`src/hdl/wall_follow_pid_steering_defines.svh`:
```
// Assertion macros shared by the wall-follow steering RTL.
`ifndef WALL_FOLLOW_PID_STEERING_DEFINES_SVH
`define WALL_FOLLOW_PID_STEERING_DEFINES_SVH

// Same-cycle implication, sampled on clk, off while rst_n is low.
`define WFPS_ASSERT_IMPL(label, ante, cons, msg) \
  label: assert property (@(posedge clk) disable iff (!rst_n) (ante) |-> (cons)) \
    else $error(msg);

// Next-cycle implication, sampled on clk, off while rst_n is low.
`define WFPS_ASSERT_NEXT(label, ante, cons, msg) \
  label: assert property (@(posedge clk) disable iff (!rst_n) (ante) |=> (cons)) \
    else $error(msg);

`endif

```
`src/hdl/wfps_pkg.sv`:
```
// Shared types and constants for the wall-follow steering block.
package wfps_pkg;

  localparam int DIST_W    = 12;  // range reading field width
  localparam int TGT_W     = 12;
  localparam int GAIN_W    = 16;
  localparam int LIMIT_W   = 8;
  localparam int SPEED_W   = 10;
  localparam int TURN_W    = 15;
  localparam int LIN_W     = 11;
  localparam int ANG_W     = 16;
  localparam int INTEG_W   = 24;
  localparam int CNT_W     = 8;
  localparam int CFG_DW    = 16;
  localparam int CFG_AW    = 3;
  localparam int IN_DATA_W = 40;
  localparam int OUT_DATA_W = 32;

  typedef enum logic [CFG_AW-1:0] {
    CFG_TARGET     = 3'd0,
    CFG_KP         = 3'd1,
    CFG_KI         = 3'd2,
    CFG_KD         = 3'd3,
    CFG_LOST_LIMIT = 3'd4,
    CFG_CRUISE     = 3'd5,
    CFG_BACKUP     = 3'd6,
    CFG_ESCAPE     = 3'd7
  } cfg_idx_t;

  typedef enum logic [1:0] {
    MODE_ESCAPE = 2'd0,
    MODE_LOST   = 2'd1,
    MODE_FOLLOW = 2'd2
  } drive_mode_t;

  typedef struct packed {
    logic [GAIN_W-1:0] kp;
    logic [GAIN_W-1:0] ki;
    logic [GAIN_W-1:0] kd;
  } pid_gains_t;

  localparam logic [TGT_W-1:0]   RST_TARGET     = 12'd200;
  localparam logic [GAIN_W-1:0]  RST_KP         = 16'd2560;
  localparam logic [GAIN_W-1:0]  RST_KI         = 16'd0;
  localparam logic [GAIN_W-1:0]  RST_KD         = 16'd0;
  localparam logic [LIMIT_W-1:0] RST_LOST_LIMIT = 8'd75;
  localparam logic [SPEED_W-1:0] RST_CRUISE     = 10'd80;
  localparam logic [SPEED_W-1:0] RST_BACKUP     = 10'd40;
  localparam logic [TURN_W-1:0]  RST_ESCAPE     = 15'd1500;

endpackage

```
`src/hdl/wall_follow_pid_steering.sv`:
```
// A word accepted on in_ passes the input stage, then the result stage, before it shows on out_.
// Throughput: one word per cycle while out_tready holds; the loop through lost detector and PID
// state closes between the input and result registers, so words wait only on a stalled result.
// in_tready drops only when the input stage is full and the result stage is stalled.
// Reset (synchronous, rst_n low): empties both stages, clears PID and lost state, and loads
// the default configuration registers.
module wall_follow_pid_steering
  import wfps_pkg::*;
#(
  parameter int DIST_BITS = 12
) (
  input  logic                   clk,
  input  logic                   rst_n,
  // configuration write port
  input  logic                   cfg_we,
  input  logic [CFG_AW-1:0]      cfg_addr,
  input  logic [CFG_DW-1:0]      cfg_wdata,
  // input stream
  input  logic                   in_tvalid,
  output logic                   in_tready,
  input  logic [IN_DATA_W-1:0]   in_tdata,   // front_mm[11:0], left_mm[23:12], right_mm[35:24]
  // result stream
  output logic                   out_tvalid,
  input  logic                   out_tready,
  output logic [OUT_DATA_W-1:0]  out_tdata   // linear_speed[10:0], angular_rate[26:11],
                                             // drive_mode[28:27], is_lost[29]
);

  `include "wall_follow_pid_steering_defines.svh"

  // compare width: readings masked to DIST_BITS, never wider than the field
  localparam int DW    = (DIST_BITS < DIST_W) ? DIST_BITS : DIST_W;
  localparam int ERR_W = DW + 1;

  // configuration registers
  logic [TGT_W-1:0]   target_r;
  logic [GAIN_W-1:0]  kp_r;
  logic [GAIN_W-1:0]  ki_r;
  logic [GAIN_W-1:0]  kd_r;
  logic [LIMIT_W-1:0] lost_limit_r;
  logic [SPEED_W-1:0] cruise_r;
  logic [SPEED_W-1:0] backup_r;
  logic [TURN_W-1:0]  escape_r;

  // input stage
  logic               in_valid_r,  in_valid_nxt;
  logic [DW-1:0]      front_r, left_r, right_r;

  // controller state
  logic signed [INTEG_W-1:0] integ_r,    integ_nxt;
  logic signed [ERR_W-1:0]   prev_err_r, prev_err_nxt;
  logic [CNT_W-1:0]          far_cnt_r,  far_cnt_nxt;
  logic                      lost_r,     lost_nxt;

  // result stage
  logic                      out_valid_r, out_valid_nxt;
  logic signed [LIN_W-1:0]   lin_r,  lin_nxt;
  logic signed [ANG_W-1:0]   ang_r,  ang_nxt;
  drive_mode_t               mode_r, mode_nxt;
  logic                      is_lost_r;

  logic                      move;
  logic                      in_load;
  logic [DW-1:0]             tgt;
  logic                      far;
  logic                      near;
  logic [CNT_W-1:0]          cnt_inc;
  logic signed [ERR_W-1:0]   err;
  logic signed [INTEG_W-1:0] pid_integ;
  logic signed [ANG_W-1:0]   pid_ang;
  pid_gains_t                gains;

  // the input word leaves its stage whenever the result stage is free or being drained
  assign move      = in_valid_r && (!out_valid_r || out_tready);
  assign in_tready = !in_valid_r || move;
  assign in_load   = in_tvalid && in_tready;

  assign out_tvalid = out_valid_r;
  assign out_tdata  = {2'b00, is_lost_r, mode_r, ang_r, lin_r};

  assign tgt   = target_r[DW-1:0];
  assign err   = $signed({1'b0, tgt}) - $signed({1'b0, right_r});
  assign gains = '{kp: kp_r, ki: ki_r, kd: kd_r};

  wfps_pid #(
    .ERR_W (ERR_W)
  ) u_pid (
    .gains     (gains),
    .err       (err),
    .prev_err  (prev_err_r),
    .integ_sum (integ_r),
    .integ_nxt (pid_integ),
    .ang       (pid_ang)
  );

  always_comb begin
    // lost detector: all three far counts up, front or right near clears
    far     = (front_r > tgt) && (right_r > tgt) && (left_r > tgt);
    near    = (front_r < tgt) || (right_r < tgt);
    cnt_inc = (far_cnt_r == {CNT_W{1'b1}}) ? far_cnt_r : far_cnt_r + 1'b1;

    far_cnt_nxt = far_cnt_r;
    lost_nxt    = lost_r;
    if (far) begin
      far_cnt_nxt = cnt_inc;
      lost_nxt    = lost_r || (cnt_inc >= lost_limit_r);
    end else if (near) begin
      far_cnt_nxt = '0;
      lost_nxt    = 1'b0;
    end

    // mode select; PID state advances only while following the wall
    integ_nxt    = integ_r;
    prev_err_nxt = prev_err_r;
    if (front_r < tgt) begin
      mode_nxt = MODE_ESCAPE;
      lin_nxt  = -$signed({1'b0, backup_r});
      ang_nxt  = $signed({1'b0, escape_r});
    end else if (lost_nxt) begin
      mode_nxt = MODE_LOST;
      lin_nxt  = $signed({1'b0, cruise_r});
      ang_nxt  = '0;
    end else begin
      mode_nxt     = MODE_FOLLOW;
      lin_nxt      = $signed({1'b0, cruise_r});
      ang_nxt      = pid_ang;
      integ_nxt    = pid_integ;
      prev_err_nxt = err;
    end

    // handshake bookkeeping
    in_valid_nxt = in_tready ? in_tvalid : in_valid_r;
    if (move) begin
      out_valid_nxt = 1'b1;
    end else if (out_tready) begin
      out_valid_nxt = 1'b0;
    end else begin
      out_valid_nxt = out_valid_r;
    end
  end

  always_ff @(posedge clk) begin
    if (!rst_n) begin
      in_valid_r   <= 1'b0;
      out_valid_r  <= 1'b0;
      integ_r      <= '0;
      prev_err_r   <= '0;
      far_cnt_r    <= '0;
      lost_r       <= 1'b0;
      target_r     <= RST_TARGET;
      kp_r         <= RST_KP;
      ki_r         <= RST_KI;
      kd_r         <= RST_KD;
      lost_limit_r <= RST_LOST_LIMIT;
      cruise_r     <= RST_CRUISE;
      backup_r     <= RST_BACKUP;
      escape_r     <= RST_ESCAPE;
    end else begin
      in_valid_r  <= in_valid_nxt;
      out_valid_r <= out_valid_nxt;
      if (move) begin
        integ_r    <= integ_nxt;
        prev_err_r <= prev_err_nxt;
        far_cnt_r  <= far_cnt_nxt;
        lost_r     <= lost_nxt;
      end
      if (cfg_we) begin
        case (cfg_idx_t'(cfg_addr))
          CFG_TARGET:     target_r     <= cfg_wdata[TGT_W-1:0];
          CFG_KP:         kp_r         <= cfg_wdata[GAIN_W-1:0];
          CFG_KI:         ki_r         <= cfg_wdata[GAIN_W-1:0];
          CFG_KD:         kd_r         <= cfg_wdata[GAIN_W-1:0];
          CFG_LOST_LIMIT: lost_limit_r <= cfg_wdata[LIMIT_W-1:0];
          CFG_CRUISE:     cruise_r     <= cfg_wdata[SPEED_W-1:0];
          CFG_BACKUP:     backup_r     <= cfg_wdata[SPEED_W-1:0];
          CFG_ESCAPE:     escape_r     <= cfg_wdata[TURN_W-1:0];
          default: ;
        endcase
      end
    end
  end

  // payload registers: capture readings masked to DIST_BITS, load results on advance
  always_ff @(posedge clk) begin
    if (in_load) begin
      front_r <= in_tdata[DW-1:0];
      left_r  <= in_tdata[DIST_W+DW-1:DIST_W];
      right_r <= in_tdata[2*DIST_W+DW-1:2*DIST_W];
    end
    if (move) begin
      lin_r     <= lin_nxt;
      ang_r     <= ang_nxt;
      mode_r    <= mode_nxt;
      is_lost_r <= lost_nxt;
    end
  end

  // a set lost flag always comes with a nonzero far count
  `WFPS_ASSERT_IMPL(a_lost_has_count, lost_r, far_cnt_r != '0, "lost flag without far count")

  // a lost word can only be a lost-search command, and that one never turns
  `WFPS_ASSERT_IMPL(a_lost_word_mode, out_valid_r && is_lost_r, mode_r == MODE_LOST, "lost word not in lost mode")
  `WFPS_ASSERT_IMPL(a_lost_no_turn, out_valid_r && (mode_r == MODE_LOST), ang_r == '0, "lost mode with nonzero turn")

  // PID state holds across escape and lost words
  `WFPS_ASSERT_NEXT(a_pid_hold, move && (mode_nxt != MODE_FOLLOW), (integ_r == $past(integ_r)) && (prev_err_r == $past(prev_err_r)), "PID state moved outside follow mode")

  // back-pressure only when both stages are full and the result is stalled
  `WFPS_ASSERT_IMPL(a_ready_cause, !in_tready, in_valid_r && out_valid_r && !out_tready, "input stalled without cause")

endmodule

```
`src/hdl/wfps_pid.sv`:
```
// PID datapath: integral saturation, three gain products, Q8.8 floor and output clamp.
module wfps_pid
  import wfps_pkg::*;
#(
  parameter int ERR_W = 13
) (
  input  pid_gains_t                 gains,
  input  logic signed [ERR_W-1:0]    err,
  input  logic signed [ERR_W-1:0]    prev_err,
  input  logic signed [INTEG_W-1:0]  integ_sum,
  output logic signed [INTEG_W-1:0]  integ_nxt,
  output logic signed [ANG_W-1:0]    ang
);

  localparam int DER_W = ERR_W + 1;
  localparam int PKP_W = GAIN_W + 1 + ERR_W;
  localparam int PKI_W = GAIN_W + 1 + INTEG_W;
  localparam int PKD_W = GAIN_W + 1 + DER_W;
  localparam int ACC_W = PKI_W + 2;
  localparam int Q_W   = ACC_W - 8;

  logic signed [DER_W-1:0]     der;
  logic signed [INTEG_W:0]     integ_wide;
  logic signed [PKP_W-1:0]     p_kp;
  logic signed [PKI_W-1:0]     p_ki;
  logic signed [PKD_W-1:0]     p_kd;
  logic signed [ACC_W-1:0]     acc;
  logic signed [Q_W-1:0]       q;
  logic                        sat_hi;
  logic                        sat_lo;

  always_comb begin
    der        = DER_W'(err) - DER_W'(prev_err);
    integ_wide = (INTEG_W+1)'(integ_sum) + (INTEG_W+1)'(err);
    // clamp to the 24-bit signed range when the top two bits disagree
    if (integ_wide[INTEG_W] != integ_wide[INTEG_W-1]) begin
      integ_nxt = integ_wide[INTEG_W] ? {1'b1, {(INTEG_W-1){1'b0}}}
                                      : {1'b0, {(INTEG_W-1){1'b1}}};
    end else begin
      integ_nxt = integ_wide[INTEG_W-1:0];
    end

    p_kp = $signed({1'b0, gains.kp}) * err;
    p_ki = $signed({1'b0, gains.ki}) * integ_nxt;
    p_kd = $signed({1'b0, gains.kd}) * der;
    acc  = ACC_W'(p_kp) + ACC_W'(p_ki) + ACC_W'(p_kd);

    // arithmetic shift gives floor division by 256
    q      = acc[ACC_W-1:8];
    sat_hi = !q[Q_W-1] && (|q[Q_W-2:ANG_W-1]);
    sat_lo =  q[Q_W-1] && !(&q[Q_W-2:ANG_W-1]);
    if (sat_hi) begin
      ang = {1'b0, {(ANG_W-1){1'b1}}};
    end else if (sat_lo) begin
      ang = {1'b1, {(ANG_W-1){1'b0}}};
    end else begin
      ang = q[ANG_W-1:0];
    end
  end

endmodule

```
`config.mk`:
```
export PLATFORM = sky130hd
export DESIGN_NAME = wall_follow_pid_steering
export DESIGN_NICKNAME = d
export VERILOG_FILES = /design/src/hdl/wfps_pkg.sv /design/src/hdl/wall_follow_pid_steering.sv /design/src/hdl/wfps_pid.sv
export VERILOG_INCLUDE_DIRS = /design/src /design/src/hdl
export SDC_FILE = /design/constraint.sdc
export NUM_CORES = 2
export LEC_CHECK = 0
export BUFFER_PORTS_ARGS = -buffer_cell sky130_fd_sc_hd__buf_2
export CORE_UTILIZATION = 50
export DETAILED_ROUTE_END_ITERATION = 10
export GPL_TIMING_DRIVEN = 1
export HOLD_SLACK_MARGIN = 0.12
export PLACE_DENSITY_LB_ADDON = 0.3
export SLEW_MARGIN = 0
export SYNTH_ARGS = -nofsm -noshare
export SYNTH_HDL_FRONTEND = slang
export SYNTH_SLANG_ARGS = --single-unit
```
`constraint.sdc`:
```
create_clock -name clk -period 19.35 [get_ports clk]
set_input_delay 1.935 -clock clk [delete_from_list [all_inputs] [get_ports clk]]
set_output_delay 1.935 -clock clk [all_outputs]
set_load 0.02 [all_outputs]
```
==> flow_summary.toml <==
[cts]
clk_pin_slew_worst_paths_ns = 0.06
cts.path.max_buffers = 3
cts_tree = "done"
ctsResizeCount = 0
cts_made_buffers = 25
clk_latency_ns = 0.57
cts_max_level = 1
cts_setup_buffers = 0
root_buffer = "clkbuf_16"
ctsHoldBuffers = 0
cts.sinks = 217

[route]
detail-route-antenna-nets = 0
wl_per_cell_um = 19.75
drc_errors = 0
firstDrtPassIters = 5
avgViaCountPerCell = 5.474
drt_wl_total_um = 112100
vias = 31080
drt-initial-drc-count = 2267

[timing]
rsz0062_at_grt = "false"
finalHoldViolCount = 0
fmax_ghz = 0.06027
fin_crit_ns = 16.59
setup_tns_ns = 0
period_share_pct = 85.75
max-slew-margin-rel_pct = 14.92
fin_skew_ns = 0.01020
setup_viol = 0
tightest_slew_ns = 1.276
slew_violations = 0

[critical_path]
critPathCapture = "ang_r[14]"
timing.rr.end = "ang_r[14]"
critPathBufInv = 10
critPathMaxStageDelay_ns = 0.69
crit_top_cell = "fa_1"
end_kind = "flop"
r2r_cells = 53
crit_family = "adder cells"
cp_slowest_cell = "fa_1"
reg2reg_from = "target_r[0]"
critPathKind = "flop to flop"
cp.arrival_ns = 16.85
startpoint = "target_r[0]"
cp_max_fo = 29
startpoint_type = "flop"
critPathRequiredTime_ns = 19.61
ff2ff_setup_slack_ns = 2.76
critical_path_depth = 53

[logic_synthesis]
ys_seq_elements = 217
synth_warnings = 0
synth-seq-area-share_pct = 12.01
async_flop_share_pct = 0
syn_avg_cell_area_um2 = 9.047
synthFlopType = "dfxtp_1"
yosysUniqueCellTypes = 81
synth_edf_count = 66
syn_inst = 4607
syn-cell-area_um2 = 41680

[global_routing]
grt-busiest-layer = "met2"
gr-usage-met2_pct = 46.16
grtUsageTotal_pct = 27.51
grt_pass1_wl_um = 180900
use_met1_pct = 35.90
antenna_found_initial = 6
grt_pass1_vias = 32490
grt-ovfl-total = 0
met3_usage_pct = 4.122
grt_max_degree = 89

[floorplanning]
num_rows = 105
die_w_um = 290.7
io_pins = 98
die_h_um = 290.7
dieArea_um2 = 84520
start_util_pct = 50.68
coreArea_um2 = 82240

[layout]
area_growth_pct = 5.875
drive_above_1_share_pct = 5.471
fin_nets = 5848
fin_area_um2 = 44130

[status]
status = "finished, final reports clean"

[placement]
io_buffers = 91
placed_cell_area_um2 = 43280
hpwl_um = 89520
place_congestion = 0.9433

[flow_run]
max-cap-violations = 0

[worst_hold_path]
hold_path.class = "flop to flop"
[cell families after synthesis]
group	share of synthesized area (%)
and+or+nand+nor	16.98
adders and majority gates	50.88
buffers and inverters	10.43
AOI/OAI and AO/OA	7.003
DFF	12.01
xor gates and xnor gates	1.450
muxes	1.246
other	0.008997
[cells in the mapped netlist (8+ instances only)]
cell	n	area (µm²)
inv_1	935	3510
fa_1	830	16620
nand2_1	689	2586
ha_1	367	4592
and2_1	329	2058
clkbuf_1	192	720.7
a21oi_1	163	815.8
dfxtp_1	151	3023
nor2_1	146	548.0
o21ai_0	69	345.3
edfxtp_1	66	1982
nor2b_1	58	362.9
nand3_1	55	275.3
a21o_1	45	337.8
xnor2_1	45	394.1
nand2b_1	38	237.7
mux2i_1	35	350.3
nor3_1	31	155.2
nand4_1	29	181.4
o21a_1	28	210.2
xor2_1	24	210.2
or3_1	21	131.4
o211ai_1	19	142.6
mux2_2	15	168.9
nand3b_1	15	112.6
nor4_1	14	87.58
o21ai_1	13	65.06
a211oi_1	12	90.09
and3_1	11	68.82
a22oi_1	10	75.07
o311ai_1	10	87.58
o31ai_1	9	67.56
a31oi_1	8	50.05
and4_1	8	70.07
clkbuf_2	8	40.04
[routing by layer]
metal / part of all wire [%] / wire, µm / vias up
li1: - / - / 14090
met1: 40 / 45060 / 15800
met2: 49 / 54410 / 984
met3: 7.2 / 8043 / 208
met4: 4.1 / 4619 / 2
met5: 0.011 / 12 / -
[worst min-delay path by stage]
| stage | end | slack (ns) | cells after the start | from |
|---|---|---|---|---|
| after floorplan | lost_limit_r[2] | 0.44 | 2 | lost_limit_r[2] |
| after global placement | cruise_r[8] | 0.44 | 2 | cruise_r[8] |
| after detailed placement | ki_r[10] | 0.45 | 2 | ki_r[10] |
| after CTS | ki_r[10] | 0.45 | 2 | ki_r[10] |
| after global routing | ki_r[10] | 0.47 | 2 | ki_r[10] |
| final | cruise_r[9] | 0.46 | 2 | cruise_r[9] |
[state kept, by name, indices dropped and copies added, names as in the netlist, 8 cells and up]
| signal | cells |
|---|---|
| lost_limit_r | 8 |
| cruise_r | 10 |
| kp_r | 16 |
| ki_r | 16 |
| kd_r | 16 |
| right_r | 12 |
| backup_r | 10 |
| prev_err_r | 13 |
| integ_r | 24 |
| target_r | 12 |
| left_r | 12 |
| front_r | 12 |
| escape_r | 15 |
| far_cnt_r | 8 |
| lin_r | 11 |
| ang_r | 16 |
[worst reg2reg max path, delay by kind of cell, from the launching register on]
family,cells,cell delay [ns]
buf+inv,10,1.96
flops,1,0.40
simple gates,10,2.31
compound gates,18,5.05
xor+xnor,1,0.19
fa+ha+maj,14,6.37
[cell usage in the layout (no fill, tap or decap), drive strengths merged, types with 9 or more instances in the layout]
master | netlist | layout
nand2b | 38 | 38
o311ai | 15 | 15
a21boi | 10 | 10
buf | 12 | 163
o31ai | 9 | 9
nand3b | 15 | 15
dfxtp | 151 | 151
and3 | 11 | 11
o21a | 28 | 28
a21o | 45 | 45
nand4 | 29 | 29
edfxtp | 66 | 66
and2 | 329 | 329
o21ai | 82 | 82
inv | 936 | 937
xnor2 | 45 | 45
or3 | 22 | 22
a21oi | 163 | 163
nand2 | 689 | 689
o211ai | 20 | 20
a31oi | 9 | 9
fa | 830 | 830
nor4 | 14 | 14
nor2 | 146 | 146
a22oi | 10 | 10
mux2 | 15 | 15
xor2 | 24 | 24
clkbuf | 200 | 33
ha | 367 | 367
nor2b | 58 | 58
a211oi | 12 | 12
mux2i | 35 | 35
nand3 | 55 | 55
nor3 | 31 | 31
[stage by stage]
| stage | utilization, % | hold slack [ns] | setup WS [ns] | std cells |
|---|---|---|---|---|
| 5_1_grt | 53.66 | 0.4696 | 1.757 | 5677 |
| 4_1_cts | 53.65 | 0.4549 | 2.885 | 5675 |
| 6_report | 53.66 | 0.4557 | 2.758 | 5678 |
| 2_1_floorplan | - | 0.4363 | 5.662 | 4608 |
| 3_3_place_gp | 52.63 | 0.4413 | 2.990 | 5629 |
| 3_5_place_dp | 52.63 | 0.4468 | 2.985 | 5629 |
[layout make-up]
class	instances	area [µm²]
well taps	1070	1339
clock inverters	14	143.9
fillers	7580	38110
multi-input cells	3243	32420
flip-flops and latches	217	5007
clock buffers	32	693.2
repair buffers	164	1001
inverters	936	3516
diodes	2	5.005
Power is not shown: default switching activity piles up to over one toggle a cycle in this logic, so the estimate is an artifact.
